===== src/design/lmse_pkg.sv =====
`default_nettype none

package lmse_pkg;

  // fixed-point formats
  localparam int POINT_FRAC_BITS = 8;
  localparam int DIR_FRAC_BITS   = 14;

  // datapath widths
  localparam int PT_W   = 19;  // input point
  localparam int SM_W   = 20;  // smoothed point
  localparam int DIR_W  = 16;  // direction
  localparam int CW     = 12;  // centre / error
  localparam int PROD_W = 40;  // shared multiplier product
  localparam int DIV_W  = 36;  // divider dividend / quotient
  localparam int DVS_W  = 16;  // divisor
  localparam int IN_W   = 144; // input tdata
  localparam int OUT_W  = 40;  // output tdata
  localparam int CFG_IDX_W  = 3;
  localparam int CFG_DATA_W = 17;

  // register indexes
  typedef enum logic [CFG_IDX_W-1:0] {
    CFG_IMAGE_WIDTH = 3'd0,
    CFG_LOOKAHEAD   = 3'd1,
    CFG_MAX_STEER   = 3'd2,
    CFG_EMA_ALPHA   = 3'd3,
    CFG_DEAD_BAND   = 3'd4
  } cfg_idx_e;

  // datapath operations
  typedef enum logic [4:0] {
    OP_NONE,
    OP_COPY,
    OP_BMUL,
    OP_BACC,
    OP_SQX,
    OP_SQY,
    OP_SQSUM,
    OP_SQRT_GO,
    OP_NX_GO,
    OP_NX_WR,
    OP_NY_GO,
    OP_NY_WR,
    OP_DIR_WR,
    OP_XMUL,
    OP_X_GO,
    OP_X_ACC,
    OP_CENTRE,
    OP_DBMUL,
    OP_SMUL,
    OP_S_GO,
    OP_STEER
  } op_e;

  typedef struct packed {
    op_e        op;
    logic       load;
    logic       lane;
    logic [1:0] fsel;
  } cmd_t;

  typedef struct packed {
    logic lane_vin;
    logic lane_sv;
    logic norm_zero;
    logic upd_ok;
    logic div_done;
    logic sqrt_done;
    logic out_free;
  } sts_t;

  function automatic logic signed [19:0] sat20(input logic signed [39:0] v);
    if (v > 40'sd524287) return 20'sd524287;
    if (v < -40'sd524288) return -20'sd524288;
    return v[19:0];
  endfunction

  function automatic logic signed [15:0] sat16(input logic signed [39:0] v);
    if (v > 40'sd32767) return 16'sd32767;
    if (v < -40'sd32768) return -16'sd32768;
    return v[15:0];
  endfunction

  function automatic logic signed [11:0] sat12(input logic signed [39:0] v);
    if (v > 40'sd2047) return 12'sd2047;
    if (v < -40'sd2048) return -12'sd2048;
    return v[11:0];
  endfunction

endpackage

`default_nettype wire


===== src/design/lmse_div.sv =====
`default_nettype none

// unsigned restoring divider, one quotient bit per cycle
module lmse_div (
  input  logic                        clk_i,
  input  logic                        rst_ni,
  input  logic                        start_i,
  input  logic [lmse_pkg::DIV_W-1:0]  dividend_i,
  input  logic [lmse_pkg::DVS_W-1:0]  divisor_i,
  output logic [lmse_pkg::DIV_W-1:0]  quotient_o,
  output logic                        done_o
);

  localparam int CNT_W = $clog2(lmse_pkg::DIV_W);

  logic                        busy_q;
  logic                        done_q;
  logic [CNT_W-1:0]            cnt_q;
  logic [lmse_pkg::DIV_W-1:0]  quo_q;
  logic [lmse_pkg::DVS_W-1:0]  rem_q;
  logic [lmse_pkg::DVS_W-1:0]  dvs_q;
  logic [lmse_pkg::DVS_W:0]    sh;
  logic                        fits;

  // trial subtract
  assign sh   = {rem_q, quo_q[lmse_pkg::DIV_W-1]};
  assign fits = sh >= {1'b0, dvs_q};

  always_ff @(posedge clk_i or negedge rst_ni) begin
    if (!rst_ni) begin
      busy_q <= 1'b0;
      done_q <= 1'b0;
      cnt_q  <= '0;
    end else begin
      done_q <= 1'b0;
      if (start_i) begin
        busy_q <= 1'b1;
        cnt_q  <= CNT_W'(lmse_pkg::DIV_W - 1);
      end else if (busy_q) begin
        if (cnt_q == '0) begin
          busy_q <= 1'b0;
          done_q <= 1'b1;
        end else begin
          cnt_q <= cnt_q - 1'b1;
        end
      end
    end
  end

  always_ff @(posedge clk_i) begin
    if (start_i) begin
      quo_q <= dividend_i;
      rem_q <= '0;
      dvs_q <= divisor_i;
    end else if (busy_q) begin
      quo_q <= {quo_q[lmse_pkg::DIV_W-2:0], fits};
      rem_q <= fits ? lmse_pkg::DVS_W'(sh - {1'b0, dvs_q}) : sh[lmse_pkg::DVS_W-1:0];
    end
  end

  assign quotient_o = quo_q;
  assign done_o     = done_q;

endmodule

`default_nettype wire


===== src/design/lmse_isqrt.sv =====
`default_nettype none

// integer square root, one result bit per cycle
module lmse_isqrt (
  input  logic        clk_i,
  input  logic        rst_ni,
  input  logic        start_i,
  input  logic [31:0] rad_i,
  output logic [15:0] root_o,
  output logic        done_o
);

  logic        busy_q;
  logic        done_q;
  logic [3:0]  cnt_q;
  logic [31:0] v_q;
  logic [31:0] r_q;
  logic [31:0] bitv;
  logic [31:0] trial;

  assign bitv  = 32'd1 << {cnt_q, 1'b0};
  assign trial = r_q + bitv;

  always_ff @(posedge clk_i or negedge rst_ni) begin
    if (!rst_ni) begin
      busy_q <= 1'b0;
      done_q <= 1'b0;
      cnt_q  <= '0;
    end else begin
      done_q <= 1'b0;
      if (start_i) begin
        busy_q <= 1'b1;
        cnt_q  <= 4'd15;
      end else if (busy_q) begin
        if (cnt_q == 4'd0) begin
          busy_q <= 1'b0;
          done_q <= 1'b1;
        end else begin
          cnt_q <= cnt_q - 1'b1;
        end
      end
    end
  end

  always_ff @(posedge clk_i) begin
    if (start_i) begin
      v_q <= rad_i;
      r_q <= '0;
    end else if (busy_q) begin
      if (v_q >= trial) begin
        v_q <= v_q - trial;
        r_q <= (r_q >> 1) + bitv;
      end else begin
        r_q <= r_q >> 1;
      end
    end
  end

  assign root_o = r_q[15:0];
  assign done_o = done_q;

endmodule

`default_nettype wire


===== src/design/lmse_dp.sv =====
`default_nettype none

module lmse_dp (
  input  logic                              clk_i,
  input  logic                              rst_ni,
  input  lmse_pkg::cmd_t                    cmd_i,
  output lmse_pkg::sts_t                    sts_o,
  input  logic [lmse_pkg::IN_W-1:0]         in_data_i,
  input  logic [1:0]                        in_user_i,
  input  logic                              cfg_valid_i,
  input  logic [lmse_pkg::CFG_IDX_W-1:0]    cfg_index_i,
  input  logic [lmse_pkg::CFG_DATA_W-1:0]   cfg_data_i,
  output logic                              out_valid_o,
  input  logic                              out_ready_i,
  output logic [lmse_pkg::OUT_W-1:0]        out_data_o,
  output logic                              out_user_o
);

  // configuration
  logic [11:0] width_q;
  logic [10:0] row_q;
  logic [14:0] maxs_q;
  logic [16:0] alpha_q;
  logic [15:0] dead_q;

  // latched frame
  logic                vin_q  [2];
  logic signed [18:0]  in_px_q [2];
  logic signed [18:0]  in_py_q [2];
  logic signed [15:0]  in_dx_q [2];
  logic signed [15:0]  in_dy_q [2];

  // smoothed lane models
  logic                sv_q  [2];
  logic signed [19:0]  spx_q [2];
  logic signed [19:0]  spy_q [2];
  logic signed [15:0]  sdx_q [2];
  logic signed [15:0]  sdy_q [2];

  // held results
  logic signed [11:0]  held_err_q;
  logic signed [11:0]  held_cen_q;
  logic                upd_q;

  // work registers
  logic signed [16:0]  bdx_q;
  logic signed [16:0]  bdy_q;
  logic signed [39:0]  prod_q;
  logic [31:0]         sq_q;
  logic signed [39:0]  xs_q;
  logic                neg_q;
  logic                dz_q;

  // output word
  logic                out_valid_q;
  logic signed [15:0]  out_steer_q;
  logic signed [11:0]  out_cen_q;
  logic signed [11:0]  out_err_q;
  logic                out_upd_q;

  logic                lane;
  logic [10:0]         half;
  logic [16:0]         a_sat;
  logic [11:0]         mag;
  logic signed [20:0]  cur_v;
  logic signed [20:0]  old_v;
  logic signed [21:0]  ma;
  logic signed [17:0]  mb;
  logic signed [39:0]  mprod;
  logic signed [39:0]  bl;
  logic [16:0]         bdx_abs;
  logic [16:0]         bdy_abs;
  logic [16:0]         dy_abs;
  logic [39:0]         prod_abs;
  logic                div_start;
  logic [lmse_pkg::DIV_W-1:0] dvd;
  logic [lmse_pkg::DVS_W-1:0] dvs;
  logic [lmse_pkg::DIV_W-1:0] quo;
  logic                div_done;
  logic [15:0]         root;
  logic                sqrt_done;
  logic signed [39:0]  qs;
  logic signed [39:0]  lx;
  logic [39:0]         xs_abs;
  logic [30:0]         cmag;
  logic signed [39:0]  cs;
  logic [14:0]         stv;
  logic signed [15:0]  steer;

  assign lane  = cmd_i.lane;
  assign half  = (width_q[11:1] == 11'd0) ? 11'd1 : width_q[11:1];
  assign a_sat = (alpha_q > 17'd65536) ? 17'd65536 : alpha_q;
  assign mag   = held_err_q[11] ? 12'(-held_err_q) : 12'(held_err_q);

  // configuration writes
  always_ff @(posedge clk_i or negedge rst_ni) begin
    if (!rst_ni) begin
      width_q <= 12'd640;
      row_q   <= 11'd360;
      maxs_q  <= 15'd7680;
      alpha_q <= 17'd13107;
      dead_q  <= 16'd1311;
    end else if (cfg_valid_i) begin
      case (cfg_index_i)
        lmse_pkg::CFG_IMAGE_WIDTH: width_q <= cfg_data_i[11:0];
        lmse_pkg::CFG_LOOKAHEAD:   row_q   <= cfg_data_i[10:0];
        lmse_pkg::CFG_MAX_STEER:   maxs_q  <= cfg_data_i[14:0];
        lmse_pkg::CFG_EMA_ALPHA:   alpha_q <= cfg_data_i;
        lmse_pkg::CFG_DEAD_BAND:   dead_q  <= cfg_data_i[15:0];
        default: ;
      endcase
    end
  end

  // field select for blending
  always_comb begin
    case (cmd_i.fsel)
      2'd0: begin
        cur_v = 21'(in_px_q[lane]);
        old_v = 21'(spx_q[lane]);
      end
      2'd1: begin
        cur_v = 21'(in_py_q[lane]);
        old_v = 21'(spy_q[lane]);
      end
      2'd2: begin
        cur_v = 21'(in_dx_q[lane]);
        old_v = 21'(sdx_q[lane]);
      end
      default: begin
        cur_v = 21'(in_dy_q[lane]);
        old_v = 21'(sdy_q[lane]);
      end
    endcase
  end

  // shared multiplier operands
  always_comb begin
    ma = '0;
    mb = '0;
    case (cmd_i.op)
      lmse_pkg::OP_BMUL: begin
        ma = 22'(cur_v) - 22'(old_v);
        mb = $signed({1'b0, a_sat});
      end
      lmse_pkg::OP_SQX: begin
        ma = 22'(bdx_q);
        mb = 18'(bdx_q);
      end
      lmse_pkg::OP_SQY: begin
        ma = 22'(bdy_q);
        mb = 18'(bdy_q);
      end
      lmse_pkg::OP_XMUL: begin
        ma = $signed(22'(row_q) << lmse_pkg::POINT_FRAC_BITS) - 22'(spy_q[lane]);
        mb = 18'(sdx_q[lane]);
      end
      lmse_pkg::OP_DBMUL: begin
        ma = $signed({6'd0, dead_q});
        mb = $signed({7'd0, half});
      end
      lmse_pkg::OP_SMUL: begin
        ma = $signed({10'd0, mag});
        mb = $signed({3'd0, maxs_q});
      end
      default: ;
    endcase
  end

  assign mprod = 40'(ma) * 40'(mb);
  assign bl    = 40'(old_v) + ((prod_q + 40'sd32768) >>> 16);

  // divider operands with half-away rounding
  assign bdx_abs  = bdx_q[16] ? 17'(-bdx_q) : 17'(bdx_q);
  assign bdy_abs  = bdy_q[16] ? 17'(-bdy_q) : 17'(bdy_q);
  assign dy_abs   = sdy_q[lane][15] ? 17'(-17'(sdy_q[lane])) : 17'(sdy_q[lane]);
  assign prod_abs = prod_q[39] ? 40'(-prod_q) : 40'(prod_q);

  always_comb begin
    div_start = 1'b1;
    dvd       = '0;
    dvs       = 16'd1;
    case (cmd_i.op)
      lmse_pkg::OP_NX_GO: begin
        dvd = (lmse_pkg::DIV_W'(bdx_abs) << lmse_pkg::DIR_FRAC_BITS)
              + lmse_pkg::DIV_W'(root >> 1);
        dvs = root;
      end
      lmse_pkg::OP_NY_GO: begin
        dvd = (lmse_pkg::DIV_W'(bdy_abs) << lmse_pkg::DIR_FRAC_BITS)
              + lmse_pkg::DIV_W'(root >> 1);
        dvs = root;
      end
      lmse_pkg::OP_X_GO: begin
        dvd = prod_abs[lmse_pkg::DIV_W-1:0] + lmse_pkg::DIV_W'(dy_abs >> 1);
        dvs = dy_abs[15:0];
      end
      lmse_pkg::OP_S_GO: begin
        dvd = prod_q[lmse_pkg::DIV_W-1:0] + lmse_pkg::DIV_W'(half >> 1);
        dvs = 16'(half);
      end
      default: div_start = 1'b0;
    endcase
  end

  lmse_div u_div (
    .clk_i      (clk_i),
    .rst_ni     (rst_ni),
    .start_i    (div_start),
    .dividend_i (dvd),
    .divisor_i  (dvs),
    .quotient_o (quo),
    .done_o     (div_done)
  );

  lmse_isqrt u_isqrt (
    .clk_i   (clk_i),
    .rst_ni  (rst_ni),
    .start_i (cmd_i.op == lmse_pkg::OP_SQRT_GO),
    .rad_i   (sq_q),
    .root_o  (root),
    .done_o  (sqrt_done)
  );

  // signed quotient, lane x, centre and steering
  assign qs     = neg_q ? -$signed({4'd0, quo}) : $signed({4'd0, quo});
  assign lx     = 40'(spx_q[lane]) + qs;
  assign xs_abs = xs_q[39] ? 40'(-xs_q) : 40'(xs_q);
  assign cmag   = 31'(xs_abs >> (lmse_pkg::POINT_FRAC_BITS + 1));
  assign cs     = xs_q[39] ? -$signed({9'd0, cmag}) : $signed({9'd0, cmag});
  assign stv    = (quo > lmse_pkg::DIV_W'(maxs_q)) ? maxs_q : quo[14:0];
  assign steer  = dz_q ? 16'sd0 : (held_err_q[11] ? -$signed({1'b0, stv})
                                                  : $signed({1'b0, stv}));

  // control state of the datapath
  always_ff @(posedge clk_i or negedge rst_ni) begin
    if (!rst_ni) begin
      sv_q[0]     <= 1'b0;
      sv_q[1]     <= 1'b0;
      held_err_q  <= '0;
      held_cen_q  <= '0;
      upd_q       <= 1'b0;
      out_valid_q <= 1'b0;
    end else begin
      if (cmd_i.load) upd_q <= 1'b0;
      if (cmd_i.op == lmse_pkg::OP_COPY) sv_q[lane] <= 1'b1;
      if (cmd_i.op == lmse_pkg::OP_CENTRE) begin
        held_cen_q <= lmse_pkg::sat12(cs);
        held_err_q <= lmse_pkg::sat12(cs - 40'(half));
        upd_q      <= 1'b1;
      end
      if (cmd_i.op == lmse_pkg::OP_STEER) out_valid_q <= 1'b1;
      else if (out_ready_i) out_valid_q <= 1'b0;
    end
  end

  // payload registers
  always_ff @(posedge clk_i) begin
    if (cmd_i.load) begin
      vin_q[0]   <= in_user_i[0];
      vin_q[1]   <= in_user_i[1];
      in_px_q[0] <= $signed(in_data_i[18:0]);
      in_py_q[0] <= $signed(in_data_i[37:19]);
      in_dx_q[0] <= $signed(in_data_i[53:38]);
      in_dy_q[0] <= $signed(in_data_i[69:54]);
      in_px_q[1] <= $signed(in_data_i[88:70]);
      in_py_q[1] <= $signed(in_data_i[107:89]);
      in_dx_q[1] <= $signed(in_data_i[123:108]);
      in_dy_q[1] <= $signed(in_data_i[139:124]);
    end
    case (cmd_i.op)
      lmse_pkg::OP_COPY: begin
        spx_q[lane] <= 20'(in_px_q[lane]);
        spy_q[lane] <= 20'(in_py_q[lane]);
        sdx_q[lane] <= in_dx_q[lane];
        sdy_q[lane] <= in_dy_q[lane];
      end
      lmse_pkg::OP_BMUL, lmse_pkg::OP_SQX, lmse_pkg::OP_XMUL,
      lmse_pkg::OP_DBMUL: prod_q <= mprod;
      lmse_pkg::OP_BACC: begin
        case (cmd_i.fsel)
          2'd0:    spx_q[lane] <= lmse_pkg::sat20(bl);
          2'd1:    spy_q[lane] <= lmse_pkg::sat20(bl);
          2'd2:    bdx_q <= bl[16:0];
          default: bdy_q <= bl[16:0];
        endcase
      end
      lmse_pkg::OP_SQY: begin
        sq_q   <= prod_q[31:0];
        prod_q <= mprod;
      end
      lmse_pkg::OP_SQSUM: sq_q <= sq_q + prod_q[31:0];
      lmse_pkg::OP_NX_GO: neg_q <= bdx_q[16];
      lmse_pkg::OP_NY_GO: neg_q <= bdy_q[16];
      lmse_pkg::OP_X_GO:  neg_q <= prod_q[39] ^ sdy_q[lane][15];
      lmse_pkg::OP_S_GO:  neg_q <= held_err_q[11];
      lmse_pkg::OP_NX_WR: bdx_q <= 17'(lmse_pkg::sat16(qs));
      lmse_pkg::OP_NY_WR: bdy_q <= 17'(lmse_pkg::sat16(qs));
      lmse_pkg::OP_DIR_WR: begin
        sdx_q[lane] <= bdx_q[15:0];
        sdy_q[lane] <= bdy_q[15:0];
      end
      lmse_pkg::OP_X_ACC: xs_q <= lane ? xs_q + lx : lx;
      lmse_pkg::OP_SMUL: begin
        dz_q   <= {mag, 16'd0} < prod_q[27:0];
        prod_q <= mprod;
      end
      lmse_pkg::OP_STEER: begin
        out_steer_q <= steer;
        out_cen_q   <= held_cen_q;
        out_err_q   <= held_err_q;
        out_upd_q   <= upd_q;
      end
      default: ;
    endcase
  end

  // status to the controller
  assign sts_o.lane_vin  = vin_q[lane];
  assign sts_o.lane_sv   = sv_q[lane];
  assign sts_o.norm_zero = (root == 16'd0);
  assign sts_o.upd_ok    = sv_q[0] && sv_q[1] && (sdy_q[0] != 16'sd0) && (sdy_q[1] != 16'sd0);
  assign sts_o.div_done  = div_done;
  assign sts_o.sqrt_done = sqrt_done;
  assign sts_o.out_free  = !out_valid_q || out_ready_i;

  assign out_valid_o = out_valid_q;
  assign out_data_o  = {out_err_q, out_cen_q, out_steer_q};
  assign out_user_o  = out_upd_q;

endmodule

`default_nettype wire


===== src/design/lmse_ctrl.sv =====
`default_nettype none

module lmse_ctrl (
  input  logic           clk_i,
  input  logic           rst_ni,
  input  logic           in_valid_i,
  output logic           in_ready_o,
  input  lmse_pkg::sts_t sts_i,
  output lmse_pkg::cmd_t cmd_o
);

  typedef enum logic [27:0] {
    S_IDLE  = 28'd1 << 0,
    S_LANE  = 28'd1 << 1,
    S_COPY  = 28'd1 << 2,
    S_BMUL  = 28'd1 << 3,
    S_BACC  = 28'd1 << 4,
    S_SQX   = 28'd1 << 5,
    S_SQY   = 28'd1 << 6,
    S_SQS   = 28'd1 << 7,
    S_SQRT  = 28'd1 << 8,
    S_SQW   = 28'd1 << 9,
    S_NXG   = 28'd1 << 10,
    S_NXW   = 28'd1 << 11,
    S_NXWR  = 28'd1 << 12,
    S_NYG   = 28'd1 << 13,
    S_NYW   = 28'd1 << 14,
    S_NYWR  = 28'd1 << 15,
    S_DIRW  = 28'd1 << 16,
    S_CCHK  = 28'd1 << 17,
    S_XMUL  = 28'd1 << 18,
    S_XG    = 28'd1 << 19,
    S_XW    = 28'd1 << 20,
    S_XACC  = 28'd1 << 21,
    S_CENT  = 28'd1 << 22,
    S_DBMUL = 28'd1 << 23,
    S_SMUL  = 28'd1 << 24,
    S_SG    = 28'd1 << 25,
    S_SW    = 28'd1 << 26,
    S_OUT   = 28'd1 << 27
  } state_e;

  state_e     state_q, state_d;
  logic       lane_q, lane_d;
  logic [1:0] f_q, f_d;
  logic       accept;

  assign in_ready_o = (state_q == S_IDLE);
  assign accept     = in_valid_i && in_ready_o;

  always_ff @(posedge clk_i or negedge rst_ni) begin
    if (!rst_ni) begin
      state_q <= S_IDLE;
      lane_q  <= 1'b0;
      f_q     <= 2'd0;
    end else begin
      state_q <= state_d;
      lane_q  <= lane_d;
      f_q     <= f_d;
    end
  end

  // sequencing
  always_comb begin
    state_d     = state_q;
    lane_d      = lane_q;
    f_d         = f_q;
    cmd_o.op    = lmse_pkg::OP_NONE;
    cmd_o.load  = accept;
    cmd_o.lane  = lane_q;
    cmd_o.fsel  = f_q;
    case (state_q)
      S_IDLE: begin
        if (accept) begin
          lane_d  = 1'b0;
          state_d = S_LANE;
        end
      end
      S_LANE: begin
        f_d = 2'd0;
        if (!sts_i.lane_vin) begin
          lane_d  = 1'b1;
          state_d = lane_q ? S_CCHK : S_LANE;
        end else if (!sts_i.lane_sv) begin
          state_d = S_COPY;
        end else begin
          state_d = S_BMUL;
        end
      end
      S_COPY: begin
        cmd_o.op = lmse_pkg::OP_COPY;
        lane_d   = 1'b1;
        state_d  = lane_q ? S_CCHK : S_LANE;
      end
      S_BMUL: begin
        cmd_o.op = lmse_pkg::OP_BMUL;
        state_d  = S_BACC;
      end
      S_BACC: begin
        cmd_o.op = lmse_pkg::OP_BACC;
        f_d      = f_q + 2'd1;
        state_d  = (f_q == 2'd3) ? S_SQX : S_BMUL;
      end
      S_SQX: begin
        cmd_o.op = lmse_pkg::OP_SQX;
        state_d  = S_SQY;
      end
      S_SQY: begin
        cmd_o.op = lmse_pkg::OP_SQY;
        state_d  = S_SQS;
      end
      S_SQS: begin
        cmd_o.op = lmse_pkg::OP_SQSUM;
        state_d  = S_SQRT;
      end
      S_SQRT: begin
        cmd_o.op = lmse_pkg::OP_SQRT_GO;
        state_d  = S_SQW;
      end
      S_SQW: begin
        if (sts_i.sqrt_done) state_d = sts_i.norm_zero ? S_DIRW : S_NXG;
      end
      S_NXG: begin
        cmd_o.op = lmse_pkg::OP_NX_GO;
        state_d  = S_NXW;
      end
      S_NXW: begin
        if (sts_i.div_done) state_d = S_NXWR;
      end
      S_NXWR: begin
        cmd_o.op = lmse_pkg::OP_NX_WR;
        state_d  = S_NYG;
      end
      S_NYG: begin
        cmd_o.op = lmse_pkg::OP_NY_GO;
        state_d  = S_NYW;
      end
      S_NYW: begin
        if (sts_i.div_done) state_d = S_NYWR;
      end
      S_NYWR: begin
        cmd_o.op = lmse_pkg::OP_NY_WR;
        state_d  = S_DIRW;
      end
      S_DIRW: begin
        cmd_o.op = lmse_pkg::OP_DIR_WR;
        lane_d   = 1'b1;
        state_d  = lane_q ? S_CCHK : S_LANE;
      end
      S_CCHK: begin
        lane_d  = 1'b0;
        state_d = sts_i.upd_ok ? S_XMUL : S_DBMUL;
      end
      S_XMUL: begin
        cmd_o.op = lmse_pkg::OP_XMUL;
        state_d  = S_XG;
      end
      S_XG: begin
        cmd_o.op = lmse_pkg::OP_X_GO;
        state_d  = S_XW;
      end
      S_XW: begin
        if (sts_i.div_done) state_d = S_XACC;
      end
      S_XACC: begin
        cmd_o.op = lmse_pkg::OP_X_ACC;
        lane_d   = 1'b1;
        state_d  = lane_q ? S_CENT : S_XMUL;
      end
      S_CENT: begin
        cmd_o.op = lmse_pkg::OP_CENTRE;
        state_d  = S_DBMUL;
      end
      S_DBMUL: begin
        cmd_o.op = lmse_pkg::OP_DBMUL;
        state_d  = S_SMUL;
      end
      S_SMUL: begin
        cmd_o.op = lmse_pkg::OP_SMUL;
        state_d  = S_SG;
      end
      S_SG: begin
        cmd_o.op = lmse_pkg::OP_S_GO;
        state_d  = S_SW;
      end
      S_SW: begin
        if (sts_i.div_done) state_d = S_OUT;
      end
      S_OUT: begin
        // hand over once the output register is free
        if (sts_i.out_free) begin
          cmd_o.op = lmse_pkg::OP_STEER;
          state_d  = S_IDLE;
        end
      end
      default: state_d = S_IDLE;
    endcase
  end

endmodule

`default_nettype wire


===== src/design/lane_model_steering_estimator_unit.sv =====
// Lane model smoothing and proportional steering estimator.
// Input stream: one word per frame. tuser carries the two lane valid flags,
// tdata the fitted left and right lines (point Q11.8, direction Q1.14).
// Output stream: one word per input word with steering angle (Q8.8), lane
// centre and lateral error in whole pixels; tuser says whether the centre
// was recomputed this frame or held.
// Config channel: index plus data, always ready; write only while idle.
// A frame takes longest when both lanes blend and the centre is
// recomputed, less when lanes are copied or skipped. The cost is set by
// seven passes through the shared serial divider (four direction
// renormalizations, two lane x evaluations, one steering scale) plus a
// square root per blended lane. One frame is processed at a time;
// s_axis_tready is high only while the sequencer is idle.
// Reset clears both lane models, the held centre and error, and restores
// the default registers. A stalled receiver holds the result in the output
// register; the next frame is still taken and its result waits in S_OUT.
`default_nettype none

module lane_model_steering_estimator_unit (
  input  logic                             clk_i,
  input  logic                             rst_ni,
  input  logic                             s_axis_tvalid,
  output logic                             s_axis_tready,
  // left_px, left_py, left_dx, left_dy, right_px, right_py, right_dx, right_dy
  input  logic [lmse_pkg::IN_W-1:0]        s_axis_tdata,
  // left_valid, right_valid
  input  logic [1:0]                       s_axis_tuser,
  output logic                             m_axis_tvalid,
  input  logic                             m_axis_tready,
  // steer_q88, centre_x, lat_error
  output logic [lmse_pkg::OUT_W-1:0]       m_axis_tdata,
  // centre_updated
  output logic [0:0]                       m_axis_tuser,
  input  logic                             cfg_valid_i,
  output logic                             cfg_ready_o,
  input  logic [lmse_pkg::CFG_IDX_W-1:0]   cfg_index_i,
  input  logic [lmse_pkg::CFG_DATA_W-1:0]  cfg_data_i
);

  lmse_pkg::cmd_t cmd;
  lmse_pkg::sts_t sts;

  assign cfg_ready_o = 1'b1;

  lmse_ctrl u_ctrl (
    .clk_i      (clk_i),
    .rst_ni     (rst_ni),
    .in_valid_i (s_axis_tvalid),
    .in_ready_o (s_axis_tready),
    .sts_i      (sts),
    .cmd_o      (cmd)
  );

  lmse_dp u_dp (
    .clk_i       (clk_i),
    .rst_ni      (rst_ni),
    .cmd_i       (cmd),
    .sts_o       (sts),
    .in_data_i   (s_axis_tdata),
    .in_user_i   (s_axis_tuser),
    .cfg_valid_i (cfg_valid_i && cfg_ready_o),
    .cfg_index_i (cfg_index_i),
    .cfg_data_i  (cfg_data_i),
    .out_valid_o (m_axis_tvalid),
    .out_ready_i (m_axis_tready),
    .out_data_o  (m_axis_tdata),
    .out_user_o  (m_axis_tuser[0])
  );

  // one frame in flight in the sequencer
  a_one_frame: assert property (@(posedge clk_i) disable iff (!rst_ni)
    (s_axis_tvalid && s_axis_tready) |=> !s_axis_tready)
    else $error("frame accepted while sequencer busy");

  // results never overwrite an unread word
  a_out_free: assert property (@(posedge clk_i) disable iff (!rst_ni)
    (cmd.op == lmse_pkg::OP_STEER) |-> sts.out_free)
    else $error("output word overwritten");

  // renormalization never divides by a zero norm
  a_norm_nz: assert property (@(posedge clk_i) disable iff (!rst_ni)
    (cmd.op == lmse_pkg::OP_NX_GO || cmd.op == lmse_pkg::OP_NY_GO) |-> !sts.norm_zero)
    else $error("division by zero norm");

  // lane x is evaluated only with both lanes usable
  a_x_ok: assert property (@(posedge clk_i) disable iff (!rst_ni)
    (cmd.op == lmse_pkg::OP_X_GO) |-> sts.upd_ok)
    else $error("lane x evaluated without usable lanes");

endmodule

`default_nettype wire

===== config.mk =====
export PLATFORM = sky130hd
export DESIGN_NAME = lane_model_steering_estimator_unit
export DESIGN_NICKNAME = d
export VERILOG_FILES = /design/src/design/lmse_pkg.sv /design/src/design/lmse_div.sv /design/src/design/lmse_isqrt.sv /design/src/design/lmse_dp.sv /design/src/design/lmse_ctrl.sv /design/src/design/lane_model_steering_estimator_unit.sv
export SDC_FILE = /design/constraint.sdc
export NUM_CORES = 2
export LEC_CHECK = 0
export ABC_AREA = 0
export BUFFER_PORTS_ARGS = -buffer_cell sky130_fd_sc_hd__buf_2
export CAP_MARGIN = 20
export CORE_MARGIN = 4
export CORE_UTILIZATION = 60
export DETAILED_ROUTE_END_ITERATION = 6
export GPL_TIMING_DRIVEN = 0
export PLACE_DENSITY = 0.83
export SYNTH_ARGS = -nofsm -noshare
export SYNTH_HDL_FRONTEND = slang
export SYNTH_SLANG_ARGS = --single-unit

===== constraint.sdc =====
create_clock -name clk_i -period 44.6 [get_ports clk_i]
set_input_delay 13.38 -clock clk_i [delete_from_list [all_inputs] [get_ports clk_i]]
set_output_delay 13.38 -clock clk_i [all_outputs]
set_load 0.01 [all_outputs]

==> metrics.yaml <==
dr.pass1.iters: 7
grt_pass1_vias: 57600
cp_slowest_cell: "clkbuf_1"
timing.final.ws_setup_ps: 25880
tritoncts: "done"
cp_data_arrival_time_ps: 19140
worst-path-buf-inv: 14
num_rows: 122
failed_checks: "DRC"
htreeDepth: 3
hp-start: "u_dp.held_cen_q[1]"
area_delta_synth_final_pct: 9.56
cp-end-kind: "flop"
yosys_warnings: 0
max-slew-margin-rel: 0.0746
pre_cts_slack_ps: 26630
p_total_mw: 2.55
place.gp.congestion: 1.08
synth-edff-count: 559
vias_per_cell: 6.51
max-vdd-ir-drop_mv: 0.0630
finalMaxSlewViolations: 0
fp.coreArea_um2: 111000
cp_max_fo: 10
netlist_area_um2: 67700
synth_area_per_cell_um2: 9.27
cp.required_ps: 45020
synthTopCellsByArea: "edfxtp_1, fa_1, ha_1, xnor2_1, dfrtp_1"
synth-seq-cells: 750
cts_buffer_depth: 3
pin_count: 215
yosysTopAreaCell: "edfxtp_1"
wl_mm: 242
crit_type: "reg -> reg"
drt.antenna.violating_nets: 0
worst_slew_pin_slew_ps: 1390
layout_common_cells: "nand2_1, inv_1, nor2_1"
grt_start_max_net_pins: 107
cts_sinks: 750
synth_cells: 7301
final_common_cell: "nand2_1"
setup_viol: 0
tritoncts.num_buffers: 85
fin_tns_setup_ps: 0
cts_resized: 0
crit_path_frequent_cell: "fa_1"
grt_overflow: 0
hold_class: "reg -> reg"
yosysSeqAreaShare: 0.316
synthFlopType: "edfxtp_1"
syn_nets: 8310
critPathLaunchType: "flop"
cts_setup_buffers: 0
r2r-start: "u_ctrl.lane_q"
power_density_nw_per_um2: 34.4
fmax_ghz: 0.0534
vias: 60000
wl_per_cell_um: 26.3
critical_path.startpoint: "u_ctrl.lane_q"
chipHeight_um: 344
route.detailed.drc: 7
place_hpwl_mm: 195
root_buffer: "clkbuf_16"
die_area_um2: 118000
status: "finished with violations"
slowest_delay_ps: 910
rsz0062_at_grt: "no"
port_buffers: 209
hold_viol: 0
hold_buffers: 0
nets: 8654
antenna_found_initial: 14
layout-drive-gt1-share: 0.0841
worstSkewPairLatency_ps: 690
synthArstFlopShare: 0.191
drt_iter0_markers: 8201
grtUsageTotal: 0.404
critPathTopFamily: "buffers and inverters"
grt_pass1_wl_mm: 357
start_util: 0.608
clkTransAtPathRegs_ps: 60
drv_cap: 0
synth.top_cell.area_share: 0.248
die_w_um: 344
synth.distinct_cells: 110
finalCritPeriodShare: 0.420
leakagePower_nw: 31.3
skew_ps: 31.0
period_minus_slack_ps: 18720
-- path summary, 6_finish.rpt --
check | end | slack (ps) | cells past startpoint
min in group asynchronous | u_dp.held_cen_q[11] | 12580 | 1
max in group asynchronous | u_dp.row_q[10] | 31090 | 2
worst min-delay path | u_dp.out_cen_q[1] | 450 | 0
worst min register to register | u_dp.out_cen_q[1] | 450 | 0
worst max register to register | u_dp.prod_q[39] | 25880 | 48
worst max-delay path | u_dp.prod_q[39] | 25880 | 48
-- Yosys cell counts (32+ instances only) --
cell type  number
and3_1         54
ha_1          434
nand2b_1       81
o21bai_1       51
or3_1          58
dfrtp_1       117
a222oi_1       32
inv_1         735
o21ai_0       343
dfxtp_1        48
nor2b_1        96
a21oi_1       417
clkbuf_1      274
nand4_1        51
nor4_1         71
a211oi_1       70
a21o_1         91
o21a_1         45
o31ai_1        61
fa_1          404
a31oi_1        64
nor3_1        141
edfxtp_1      559
and2_1         86
nand3_1       108
mux2i_1       154
o211ai_1       32
o22ai_1        49
xnor2_1       371
nor2_1        620
nand2_1       738
xor2_1        179
mux2_2        112
-- state kept, by name, summed over array words and instances, names as in the netlist, 16 cells and up --
signal / count
u_dp.alpha_q: 17
u_dp.in_dy_q: 32
u_dp.u_isqrt.v_q: 32
u_dp.u_div.rem_q: 16
u_dp.u_div.dvs_q: 16
u_dp.u_div.quotient_o: 36
u_dp.in_px_q: 38
u_dp.in_dx_q: 32
u_dp.bdy_q: 17
u_dp.spx_q: 40
u_dp.u_isqrt.r_q: 32
u_dp.dead_q: 16
u_dp.sdy_q: 32
u_dp.spy_q: 40
u_dp.bdx_q: 17
u_dp.in_py_q: 38
u_dp.sq_q: 32
u_dp.xs_q: 40
u_dp.out_steer_q: 16
u_ctrl.state_q: 28
u_dp.sdx_q: 32
u_dp.prod_q: 40
-- cell families after synthesis --
family,synth area share
compound gates,0.154
xor+xnor,0.0717
fa+ha+maj,0.200
buf+inv,0.0587
flops,0.316
mux,0.0418
other cells,0.000111
simple gates,0.159
-- routing by layer --
layer	track usage	vias to the layer above	wire length (µm)
met2	0.618	3749	106000
met3	0.113	812	30200
met4	0.205	6	15200
li1	-	26300	-
met1	0.528	29100	91300
met5	0	-	35
-- final cells by class --
type	instances	area [µm²]
Inverter	745	2800
Antenna cell	7	17.5
Timing Repair Buffer	257	1560
Clock buffer	104	2250
Buffer	305	1180
Sequential cell	750	21400
Tap cell	1488	1860
Multi-Input combinational cell	5501	42400
Fill cell	8970	37100
Clock inverter	54	674
-- through the flow --
| step | hold WS, ps | utilization | instances | instance area (µm²) |
|---|---|---|---|---|
| 2_1_floorplan | 425 | - | 7301 | 67700 |
| 3_3_place_gp | 438 | 0.634 | 8998 | 70600 |
| 3_5_place_dp | 437 | 0.639 | 9038 | 71100 |
| 4_1_cts | 451 | 0.666 | 9196 | 74100 |
| 5_1_grt | 468 | 0.666 | 9204 | 74100 |
| 6_report | 454 | 0.666 | 9211 | 74100 |
-- power breakdown --
part           leakage, nW  switching, mW  internal (mW)
sequential            7.57         0.0384          0.838
combinational         22.3          0.593          0.330
clock                 1.41          0.320          0.429
total                 31.3          0.952           1.60
No activity file was read; power rests on OpenSTA's default activity.
